[src/hdl/mep_pkg.sv]
package mep_pkg;

   localparam int unsigned RES_W  = 30;
   localparam int unsigned BASE_W = 63;
   localparam int unsigned EXP_W  = 64;
   localparam int unsigned PROD_W = 62;
   localparam int unsigned CNT_W  = 3;

   localparam logic [RES_W-1:0] PRIME = 30'd1000000007;
   localparam logic [RES_W-1:0] ORDER = 30'd1000000006;

   // Barrett constants floor(2^60 / m) for both moduli
   localparam logic [60:0]      TWO_60 = 61'd1 << 60;
   localparam logic [30:0]      MU     = 31'(TWO_60 / 61'(PRIME));
   localparam logic [30:0]      MU_ORD = 31'(TWO_60 / 61'(ORDER));

   localparam logic [31:0]      PRIME_X1 = 32'(PRIME);
   localparam logic [31:0]      PRIME_X2 = 32'(PRIME) << 1;
   localparam logic [31:0]      PRIME_X3 = 32'(PRIME) * 32'd3;
   localparam logic [31:0]      ORDER_X1 = 32'(ORDER);
   localparam logic [31:0]      ORDER_X2 = 32'(ORDER) << 1;

   // operand reduction: two digits of the base, then two of the exponent
   localparam logic [CNT_W-1:0] RED_LAST = 3'd3;
   localparam logic [CNT_W-1:0] RED_DONE = 3'd4;

   typedef enum logic [3:0] {
      ST_IDLE,
      ST_DIGIT,
      ST_FIXUP,
      ST_LOOP,
      ST_MUL_AB,
      ST_MUL_Q,
      ST_MUL_QP,
      ST_MUL_SUB,
      ST_FINISH
   } mep_state_type;

   typedef enum logic [2:0] {
      MOP_NONE,
      MOP_DIG,
      MOP_AB,
      MOP_Q,
      MOP_QP,
      MOP_SUB
   } mep_mop_type;

   // SEL_SQR also targets b for the base digits; SEL_EXP targets e, mod ORDER
   typedef enum logic [1:0] {
      SEL_ACC,
      SEL_SQR,
      SEL_EXP
   } mep_sel_type;

   typedef struct packed {
      logic        load;
      logic        fixup;
      mep_mop_type mop;
      mep_sel_type sel;
      logic        shift_e;
      logic        out_load;
   } mep_cmd_type;

   typedef struct packed {
      logic e_zero;
      logic e_lsb;
   } mep_status_type;

endpackage

[src/hdl/modular_exponentiation_prime.sv]
// Computes req_base ** req_exponent mod 1000000007 and returns one response per
// request. The base is reduced mod the prime and the signed exponent mod
// (prime - 1), negative exponents following Fermat, so an exponent that
// reduces to zero gives 1 for any base. One request is in work at a time: the
// operands are reduced two 30-bit digits each through the single 31x31
// multiplier with Barrett reduction (four digit steps), one fix-up step, then
// up to 30 exponent bits, each a loop check plus one or two modular products,
// then a load of the response register. The next request is taken while a
// finished response waits.
module modular_exponentiation_prime (
   input  logic                                  clock,
   input  logic                                  reset,
   input  logic                                  req_valid,
   output logic                                  req_stall,
   input  logic [mep_pkg::BASE_W-1:0]            req_base,
   input  logic signed [mep_pkg::EXP_W-1:0]      req_exponent,
   output logic                                  rsp_valid,
   input  logic                                  rsp_stall,
   output logic [mep_pkg::RES_W-1:0]             rsp_power_result
);

   mep_pkg::mep_cmd_type    cmd;
   mep_pkg::mep_status_type status;

   mep_ctrl u_ctrl (
      .clock     (clock),
      .reset     (reset),
      .req_valid (req_valid),
      .req_stall (req_stall),
      .rsp_valid (rsp_valid),
      .rsp_stall (rsp_stall),
      .cmd       (cmd),
      .status    (status)
   );

   mep_datapath u_datapath (
      .clock            (clock),
      .reset            (reset),
      .cmd              (cmd),
      .status           (status),
      .req_base         (req_base),
      .req_exponent     (req_exponent),
      .rsp_power_result (rsp_power_result)
   );

   assert property (@(posedge clock) disable iff (reset)
      rsp_valid |-> (rsp_power_result < mep_pkg::PRIME))
      else $error("response not below the prime");

endmodule

[src/hdl/mep_datapath.sv]
module mep_datapath (
   input  logic                          clock,
   input  logic                          reset,
   input  mep_pkg::mep_cmd_type          cmd,
   output mep_pkg::mep_status_type       status,
   input  logic [mep_pkg::BASE_W-1:0]    req_base,
   input  logic signed [mep_pkg::EXP_W-1:0] req_exponent,
   output logic [mep_pkg::RES_W-1:0]     rsp_power_result
);

   logic [59:0]                base_hold_ff, base_hold_in;
   logic [59:0]                mag_hold_ff, mag_hold_in;
   logic                       neg_ff, neg_in;
   logic [mep_pkg::RES_W-1:0]  b_ff, b_in;
   logic [mep_pkg::RES_W-1:0]  e_ff, e_in;
   logic [mep_pkg::RES_W-1:0]  acc_ff, acc_in;
   logic [59:0]                x_ff, x_in;
   logic [mep_pkg::PROD_W-1:0] prod_ff, prod_in;
   logic [mep_pkg::RES_W-1:0]  result_ff, result_in;

   logic [30:0]                op_a, op_b;
   logic [31:0]                r_raw, r_m1, r_m2, r_fix;
   logic [31:0]                mod_x1, mod_x2;
   logic [30:0]                mod_mu;
   logic [mep_pkg::RES_W-1:0]  mod_val;
   logic                       exp_sel;
   logic [mep_pkg::EXP_W-1:0]  mag_load;

   // magnitude of the exponent; the most negative value gives 2^63 as unsigned
   assign mag_load = req_exponent[mep_pkg::EXP_W-1]
                   ? (~req_exponent) + 64'd1 : req_exponent;

   // exponent digits reduce mod ORDER, everything else mod PRIME
   assign exp_sel = (cmd.sel == mep_pkg::SEL_EXP);
   assign mod_val = exp_sel ? mep_pkg::ORDER    : mep_pkg::PRIME;
   assign mod_mu  = exp_sel ? mep_pkg::MU_ORD   : mep_pkg::MU;
   assign mod_x1  = exp_sel ? mep_pkg::ORDER_X1 : mep_pkg::PRIME_X1;
   assign mod_x2  = exp_sel ? mep_pkg::ORDER_X2 : mep_pkg::PRIME_X2;

   // Barrett remainder is below 3m, so at most two corrections
   assign r_raw = x_ff[31:0] - prod_ff[31:0];
   assign r_m1  = r_raw - mod_x1;
   assign r_m2  = r_raw - mod_x2;

   always_comb begin
      priority if (r_raw >= mod_x2) begin
         r_fix = r_m2;
      end else if (r_raw >= mod_x1) begin
         r_fix = r_m1;
      end else begin
         r_fix = r_raw;
      end
   end

   always_comb begin
      unique case (cmd.mop)
         mep_pkg::MOP_AB: begin
            op_a = {1'b0, (cmd.sel == mep_pkg::SEL_ACC) ? acc_ff : b_ff};
            op_b = {1'b0, b_ff};
         end
         mep_pkg::MOP_Q: begin
            op_a = prod_ff[59:29];
            op_b = mod_mu;
         end
         mep_pkg::MOP_QP: begin
            op_a = prod_ff[61:31];
            op_b = {1'b0, mod_val};
         end
         default: begin
            op_a = '0;
            op_b = '0;
         end
      endcase
   end

   always_comb begin
      base_hold_in = base_hold_ff;
      mag_hold_in  = mag_hold_ff;
      neg_in       = neg_ff;
      b_in         = b_ff;
      e_in         = e_ff;
      acc_in       = acc_ff;
      x_in         = x_ff;
      prod_in      = prod_ff;
      result_in    = result_ff;

      // top bits are already below either modulus; the rest goes in 30-bit digits
      if (cmd.load) begin
         base_hold_in = req_base[59:0];
         mag_hold_in  = mag_load[59:0];
         neg_in       = req_exponent[mep_pkg::EXP_W-1];
         b_in         = {{(mep_pkg::RES_W-3){1'b0}}, req_base[mep_pkg::BASE_W-1:60]};
         e_in         = {{(mep_pkg::RES_W-4){1'b0}}, mag_load[mep_pkg::EXP_W-1:60]};
         acc_in       = 30'd1;
      end

      if (cmd.mop == mep_pkg::MOP_DIG) begin
         if (exp_sel) begin
            prod_in     = {2'b00, e_ff, mag_hold_ff[59:30]};
            mag_hold_in = mag_hold_ff << 30;
         end else begin
            prod_in      = {2'b00, b_ff, base_hold_ff[59:30]};
            base_hold_in = base_hold_ff << 30;
         end
      end

      if (cmd.fixup) begin
         if (neg_ff && (e_ff != '0)) begin
            e_in = mep_pkg::ORDER - e_ff;
         end
      end

      if ((cmd.mop == mep_pkg::MOP_AB) || (cmd.mop == mep_pkg::MOP_Q)
          || (cmd.mop == mep_pkg::MOP_QP)) begin
         prod_in = mep_pkg::PROD_W'(op_a) * mep_pkg::PROD_W'(op_b);
      end

      if (cmd.mop == mep_pkg::MOP_Q) begin
         x_in = prod_ff[59:0];
      end

      if (cmd.mop == mep_pkg::MOP_SUB) begin
         if (cmd.sel == mep_pkg::SEL_ACC) begin
            acc_in = r_fix[mep_pkg::RES_W-1:0];
         end else if (cmd.sel == mep_pkg::SEL_EXP) begin
            e_in = r_fix[mep_pkg::RES_W-1:0];
         end else begin
            b_in = r_fix[mep_pkg::RES_W-1:0];
         end
      end

      if (cmd.shift_e) begin
         e_in = e_ff >> 1;
      end

      if (cmd.out_load) begin
         result_in = acc_ff;
      end
   end

   always_ff @(posedge clock) begin
      base_hold_ff <= base_hold_in;
      mag_hold_ff  <= mag_hold_in;
      neg_ff       <= neg_in;
      b_ff         <= b_in;
      e_ff         <= e_in;
      acc_ff       <= acc_in;
      x_ff         <= x_in;
      prod_ff      <= prod_in;
      result_ff    <= result_in;
   end

   assign status.e_zero    = (e_ff == '0);
   assign status.e_lsb     = e_ff[0];
   assign rsp_power_result = result_ff;

   assert property (@(posedge clock) disable iff (reset)
      cmd.fixup |=> (e_ff < mep_pkg::ORDER))
      else $error("reduced exponent out of range");

   assert property (@(posedge clock) disable iff (reset)
      (cmd.mop == mep_pkg::MOP_SUB) |-> (r_raw < mep_pkg::PRIME_X3))
      else $error("Barrett remainder exceeds 3P");

   assert property (@(posedge clock) disable iff (reset)
      (cmd.mop == mep_pkg::MOP_SUB) |=> (acc_ff < mep_pkg::PRIME && b_ff < mep_pkg::PRIME))
      else $error("modular product not fully reduced");

endmodule

[src/hdl/mep_ctrl.sv]
module mep_ctrl (
   input  logic                    clock,
   input  logic                    reset,
   input  logic                    req_valid,
   output logic                    req_stall,
   output logic                    rsp_valid,
   input  logic                    rsp_stall,
   output mep_pkg::mep_cmd_type    cmd,
   input  mep_pkg::mep_status_type status
);

   mep_pkg::mep_state_type   state_ff, state_in;
   mep_pkg::mep_sel_type     sel_ff, sel_in;
   logic [mep_pkg::CNT_W-1:0] cnt_ff, cnt_in;
   logic                     rsp_valid_ff, rsp_valid_in;

   always_ff @(posedge clock) begin
      if (reset) begin
         state_ff     <= mep_pkg::ST_IDLE;
         sel_ff       <= mep_pkg::SEL_ACC;
         cnt_ff       <= '0;
         rsp_valid_ff <= 1'b0;
      end else begin
         state_ff     <= state_in;
         sel_ff       <= sel_in;
         cnt_ff       <= cnt_in;
         rsp_valid_ff <= rsp_valid_in;
      end
   end

   always_comb begin
      state_in     = state_ff;
      sel_in       = sel_ff;
      cnt_in       = cnt_ff;
      rsp_valid_in = rsp_valid_ff && rsp_stall;
      req_stall    = 1'b1;
      cmd          = '0;
      cmd.mop      = mep_pkg::MOP_NONE;
      cmd.sel      = sel_ff;

      unique case (state_ff)
         mep_pkg::ST_IDLE: begin
            req_stall = 1'b0;
            if (req_valid) begin
               cmd.load = 1'b1;
               cnt_in   = '0;
               sel_in   = mep_pkg::SEL_SQR;
               state_in = mep_pkg::ST_DIGIT;
            end
         end
         mep_pkg::ST_DIGIT: begin
            cmd.mop  = mep_pkg::MOP_DIG;
            state_in = mep_pkg::ST_MUL_Q;
         end
         mep_pkg::ST_FIXUP: begin
            cmd.fixup = 1'b1;
            state_in  = mep_pkg::ST_LOOP;
         end
         mep_pkg::ST_LOOP: begin
            if (status.e_zero) begin
               state_in = mep_pkg::ST_FINISH;
            end else begin
               sel_in   = status.e_lsb ? mep_pkg::SEL_ACC : mep_pkg::SEL_SQR;
               state_in = mep_pkg::ST_MUL_AB;
            end
         end
         mep_pkg::ST_MUL_AB: begin
            cmd.mop  = mep_pkg::MOP_AB;
            state_in = mep_pkg::ST_MUL_Q;
         end
         mep_pkg::ST_MUL_Q: begin
            cmd.mop  = mep_pkg::MOP_Q;
            state_in = mep_pkg::ST_MUL_QP;
         end
         mep_pkg::ST_MUL_QP: begin
            cmd.mop  = mep_pkg::MOP_QP;
            state_in = mep_pkg::ST_MUL_SUB;
         end
         mep_pkg::ST_MUL_SUB: begin
            cmd.mop = mep_pkg::MOP_SUB;
            if (cnt_ff != mep_pkg::RED_DONE) begin
               // operand digits: base low digit next, then both exponent digits
               cnt_in = cnt_ff + 1'b1;
               sel_in = (cnt_ff == '0) ? mep_pkg::SEL_SQR : mep_pkg::SEL_EXP;
               if (cnt_ff == mep_pkg::RED_LAST) begin
                  state_in = mep_pkg::ST_FIXUP;
               end else begin
                  state_in = mep_pkg::ST_DIGIT;
               end
            end else if (sel_ff == mep_pkg::SEL_ACC) begin
               // multiply into acc is always followed by the square of b
               sel_in   = mep_pkg::SEL_SQR;
               state_in = mep_pkg::ST_MUL_AB;
            end else begin
               cmd.shift_e = 1'b1;
               state_in    = mep_pkg::ST_LOOP;
            end
         end
         mep_pkg::ST_FINISH: begin
            if (!rsp_valid_ff || !rsp_stall) begin
               cmd.out_load = 1'b1;
               rsp_valid_in = 1'b1;
               state_in     = mep_pkg::ST_IDLE;
            end
         end
         default: begin
            state_in = mep_pkg::ST_IDLE;
         end
      endcase
   end

   assign rsp_valid = rsp_valid_ff;

   assert property (@(posedge clock) disable iff (reset)
      (state_ff == mep_pkg::ST_FINISH && rsp_valid_ff && rsp_stall)
      |=> (state_ff == mep_pkg::ST_FINISH && rsp_valid_ff))
      else $error("result overwrote a pending response");

endmodule

[config.mk]
export PLATFORM = sky130hd
export DESIGN_NAME = modular_exponentiation_prime
export DESIGN_NICKNAME = d
export VERILOG_FILES = /design/src/hdl/mep_pkg.sv /design/src/hdl/modular_exponentiation_prime.sv /design/src/hdl/mep_datapath.sv /design/src/hdl/mep_ctrl.sv
export SDC_FILE = /design/constraint.sdc
export NUM_CORES = 2
export LEC_CHECK = 0
export BUFFER_PORTS_ARGS = -buffer_cell sky130_fd_sc_hd__buf_2
export CAP_MARGIN = 20
export CORE_MARGIN = 4
export CORE_UTILIZATION = 37
export CTS_CLUSTER_DIAMETER = 200
export DETAILED_ROUTE_END_ITERATION = 8
export MAX_ROUTING_LAYER = met4
export PLACE_DENSITY = 0.64
export SLEW_MARGIN = 20
export SYNTH_ARGS = -nofsm -noshare
export SYNTH_HDL_FRONTEND = slang
export SYNTH_HIERARCHICAL = 1
export SYNTH_SLANG_ARGS = --single-unit
[constraint.sdc]
create_clock -name clock -period 8.89 [get_ports clock]
set_input_delay 0.4445 -clock clock [delete_from_list [all_inputs] [get_ports clock]]
set_output_delay 0.4445 -clock clock [all_outputs]
set_load 0.03 [all_outputs]
==> run summary <==
Clk Latency, worst-skew pair -> 0.60 ns
Startpoint class of the critical path -> register
P&R area growth vs syn -> 24.1%
Ys async rst share -> 0
DR WL met3 -> 16,400 um
Clock root buffer master -> clkbuf_16
Synth Area per Inst -> 8.65 um^2
Slowest CP cell -> fa_1
Outcome -> complete, but fails checks
Worst EP required -> 9.19 ns
Primary FF master, synth -> dfxtp_1
Simple-gate share of the synthesized area -> 0.156
Cell Rows -> 134
Mapped Cells -> 5,788
Post-Synth Adder-Cell Area -> 0.409
DR pass1 iterations -> 6
Setup TNS -> -1.08 ns
XOR/XNOR share of the synthesized area -> 0.0315
CTS clock-pin slew for the worst setup and hold paths -> 0.06 ns
Hold Startpoint -> req_base[0]
Slew @ Worst Pin -> 1.11 ns
Final instance area -> 62,100 um^2
Die span in y -> 376 um
DR iter-0 viols -> 4,462
Slew Viols, Final -> 0
CTS Sinks -> 345
Crit path arrival time -> 9.39 ns
Core area -> 134,000 um^2
P_leak -> 0.0287 uW
DR vias/cell -> 5.38
Fin. Hold Viols -> 0
GPL Wtd Cong -> 1.06
Nets -> 7,708
Global-route wire length before repair -> 290,000 um
Reg2reg start -> u_ctrl/state_ff[2]
Yosys Warn Count -> 6
Setup violators final -> 16
P per Cell Area -> 131 nW/um^2
Post-synthesis register bit count -> 345
Number of top-level pins -> 163
Post-synthesis mux area share -> 0.0249
Worst clock skew -> 0.0443 ns
WHS -> 0.115 ns
Detail Route Antenna Nets -> 0
Compound-Gate Fraction of Synth Area -> 0.124
DR vias -> 44,400
Die W -> 376 um
Pwr Total -> 8140 uW
Initial Utilization -> 0.374
Max cap viols -> 0
Worst min-delay path class -> primary input to register
Synth unique cells -> 104
Setup crit start -> u_ctrl/state_ff[2]
Global route total overflow -> 0
DR DRC count -> 0
RSZ-0062 raised after global routing -> yes
CTS Buf Count -> 39
Post-DP HPWL -> 163,000 um
DRT Wirelength -> 196,000 um
Die area -> 141,000 um^2
CTS tree -> built
Number of port buffers -> 162
Deepest clock path buffer count -> 3
Largest family of logic cells by synthesized area -> adder cells
Kind of critical path -> register to register
Largest net degree at the start of global routing -> 107
PnR worst setup slack -> -0.196 ns
Max stage delay on crit path -> 0.60 ns
Fin crit share -> 1.02
Failing checks -> setup timing
Routed length per instance -> 23.8 um
Met2 routed WL -> 87,200 um
CP Capture Type -> register
Total track usage -> 0.281
Sequential area share after synthesis -> 0.163
H-tree depth -> 2
Fraction of layout instances using a drive strength above 1 -> 0.218
Cell Area, Placed -> 57,700 um^2
Syn Std Cell Area -> 50,000 um^2
Number of synthesized flops with an enable pin -> 125
Worst-path maximum fanout -> 21
Top sig layer -> met4
Max_slew headroom -> 0.258
Number of global-route vias before repair -> 44,300
Crit-path most repeated cell -> fa_1
Initial antenna violation count -> 5
Wl on met1 -> 84,600 um
Peak VDD IR -> 0.201 mV
Tmin final -> 9.09 ns
Max Clk Rate -> 110 MHz
metrics by stage:
stage          instances  setup slack (ns)  utilization
2_1_floorplan       5792           0.00178            -
3_3_place_gp        8060             -1.12        0.431
3_5_place_dp        8060             -1.15        0.431
4_1_cts             8178            -0.201        0.451
5_1_grt             8245            -0.349        0.464
6_report            8246            -0.196        0.464
layout by cell type, fill, tap and decap left out, types with 46 or more instances in the layout:
| master | Yosys | final |
|---|---|---|
| inv_1 | 855 | 827 |
| nand3b_1 | 60 | 60 |
| xor2_1 | 97 | 96 |
| buf_2 | 12 | 162 |
| fa_1 | 838 | 787 |
| dfxtp_1 | 220 | 217 |
| a21oi_1 | 190 | 150 |
| nor2_1 | 676 | 606 |
| clkbuf_16 | 0 | 46 |
| a211oi_1 | 48 | 46 |
| nand2_1 | 816 | 804 |
| nand3_1 | 54 | 53 |
| ha_1 | 297 | 279 |
| edfxtp_1 | 125 | 125 |
| fa_2 | 0 | 51 |
| o21ai_1 | 49 | 65 |
| buf_6 | 2 | 73 |
| mux2i_1 | 120 | 120 |
| nor2_2 | 1 | 51 |
| buf_12 | 0 | 73 |
| xnor2_1 | 81 | 75 |
| o21ai_0 | 268 | 224 |
| a31oi_1 | 62 | 58 |
| buf_4 | 5 | 628 |
| a21o_1 | 70 | 70 |
final timing paths:
check                               endpoint  slack, ns  cells past startpoint
setup / recovery      u_datapath/prod_ff[49]      -0.20                     36
hold / removal    u_datapath/base_hold_ff[0]       0.11                      3
setup reg to reg      u_datapath/prod_ff[49]      -0.20                     36
hold reg to reg          u_datapath/x_ff[18]       0.44                      0
synth_stat cells, drive strengths merged, types with 62 or more instances:
cell / instances / area share
mux2i: 120 / 0.024
xor2: 98 / 0.017
ha: 297 / 0.074
xnor2: 81 / 0.014
nor2: 677 / 0.051
clkbuf: 303 / 0.023
nand2: 818 / 0.062
o21ai: 318 / 0.032
inv: 856 / 0.064
edfxtp: 125 / 0.075
a31oi: 62 / 0.0077
fa: 838 / 0.34
dfxtp: 220 / 0.088
a21o: 70 / 0.010
a21oi: 193 / 0.020
per-layer routing:
| metal | vias up | GRT usage |
|---|---|---|
| met5 | - | - |
| li1 | 19900 | - |
| met2 | 1930 | 0.429 |
| met4 | 0 | 0.0859 |
| met3 | 353 | 0.0443 |
| met1 | 22200 | 0.386 |
state kept, by name, summed over array words and instances (netlist names):
name / flops
u_datapath/rsp_power_result: 30
u_datapath/mag_hold_ff: 60
u_ctrl/cnt_ff: 3
u_datapath/prod_ff: 62
u_datapath/e_ff: 30
u_ctrl/rsp_valid: 1
u_ctrl/sel_ff: 2
u_datapath/base_hold_ff: 60
u_ctrl/state_ff: 4
u_datapath/acc_ff: 30
u_datapath/b_ff: 30
u_datapath/neg_ff: 1
u_datapath/x_ff: 32
layout make-up:
type	count	area, um^2
antenna	5	12.5
inverter	856	3210
timing repair buffer	953	8140
tap	1768	2210
clock buffer	47	1100
sequential	345	8170
fill	12900	71800
clock inverter	25	272
multi-input combinational	4247	39000
logic make-up after synthesis:
kind of cell / after synthesis
compound gates: 966
flops: 345
buf+inv: 1200
other cells: 2
simple gates: 1837
xor+xnor: 179
fa+ha+maj: 1135
mux: 124
worst max-delay path: cells and delay by family, from the launching register on:
family	cells	cell delay (ns)
flops	1	0.32
simple gates	5	0.75
compound gates	12	2.00
xor+xnor	1	0.21
buf+inv	9	1.08
fa+ha+maj	9	4.43
power breakdown:
group | internal [uW] | leakage (uW) | switching, uW | total, uW
sequential | 1950 | 0.00303 | 235 | 2190
combinational | 1510 | 0.0250 | 2670 | 4170
clock | 1010 | 0.000673 | 761 | 1770
total | 4470 | 0.0287 | 3660 | 8140
what timing repair did:
item	4_1_cts	5_1_grt
resized for setup	228	299
setup endpoints to repair	40	35
pin swaps	77	146
gates cloned	2	4
hold buffers	0	0
buffers inserted	47	65
Note: power is estimated with default switching activity, not from simulation.
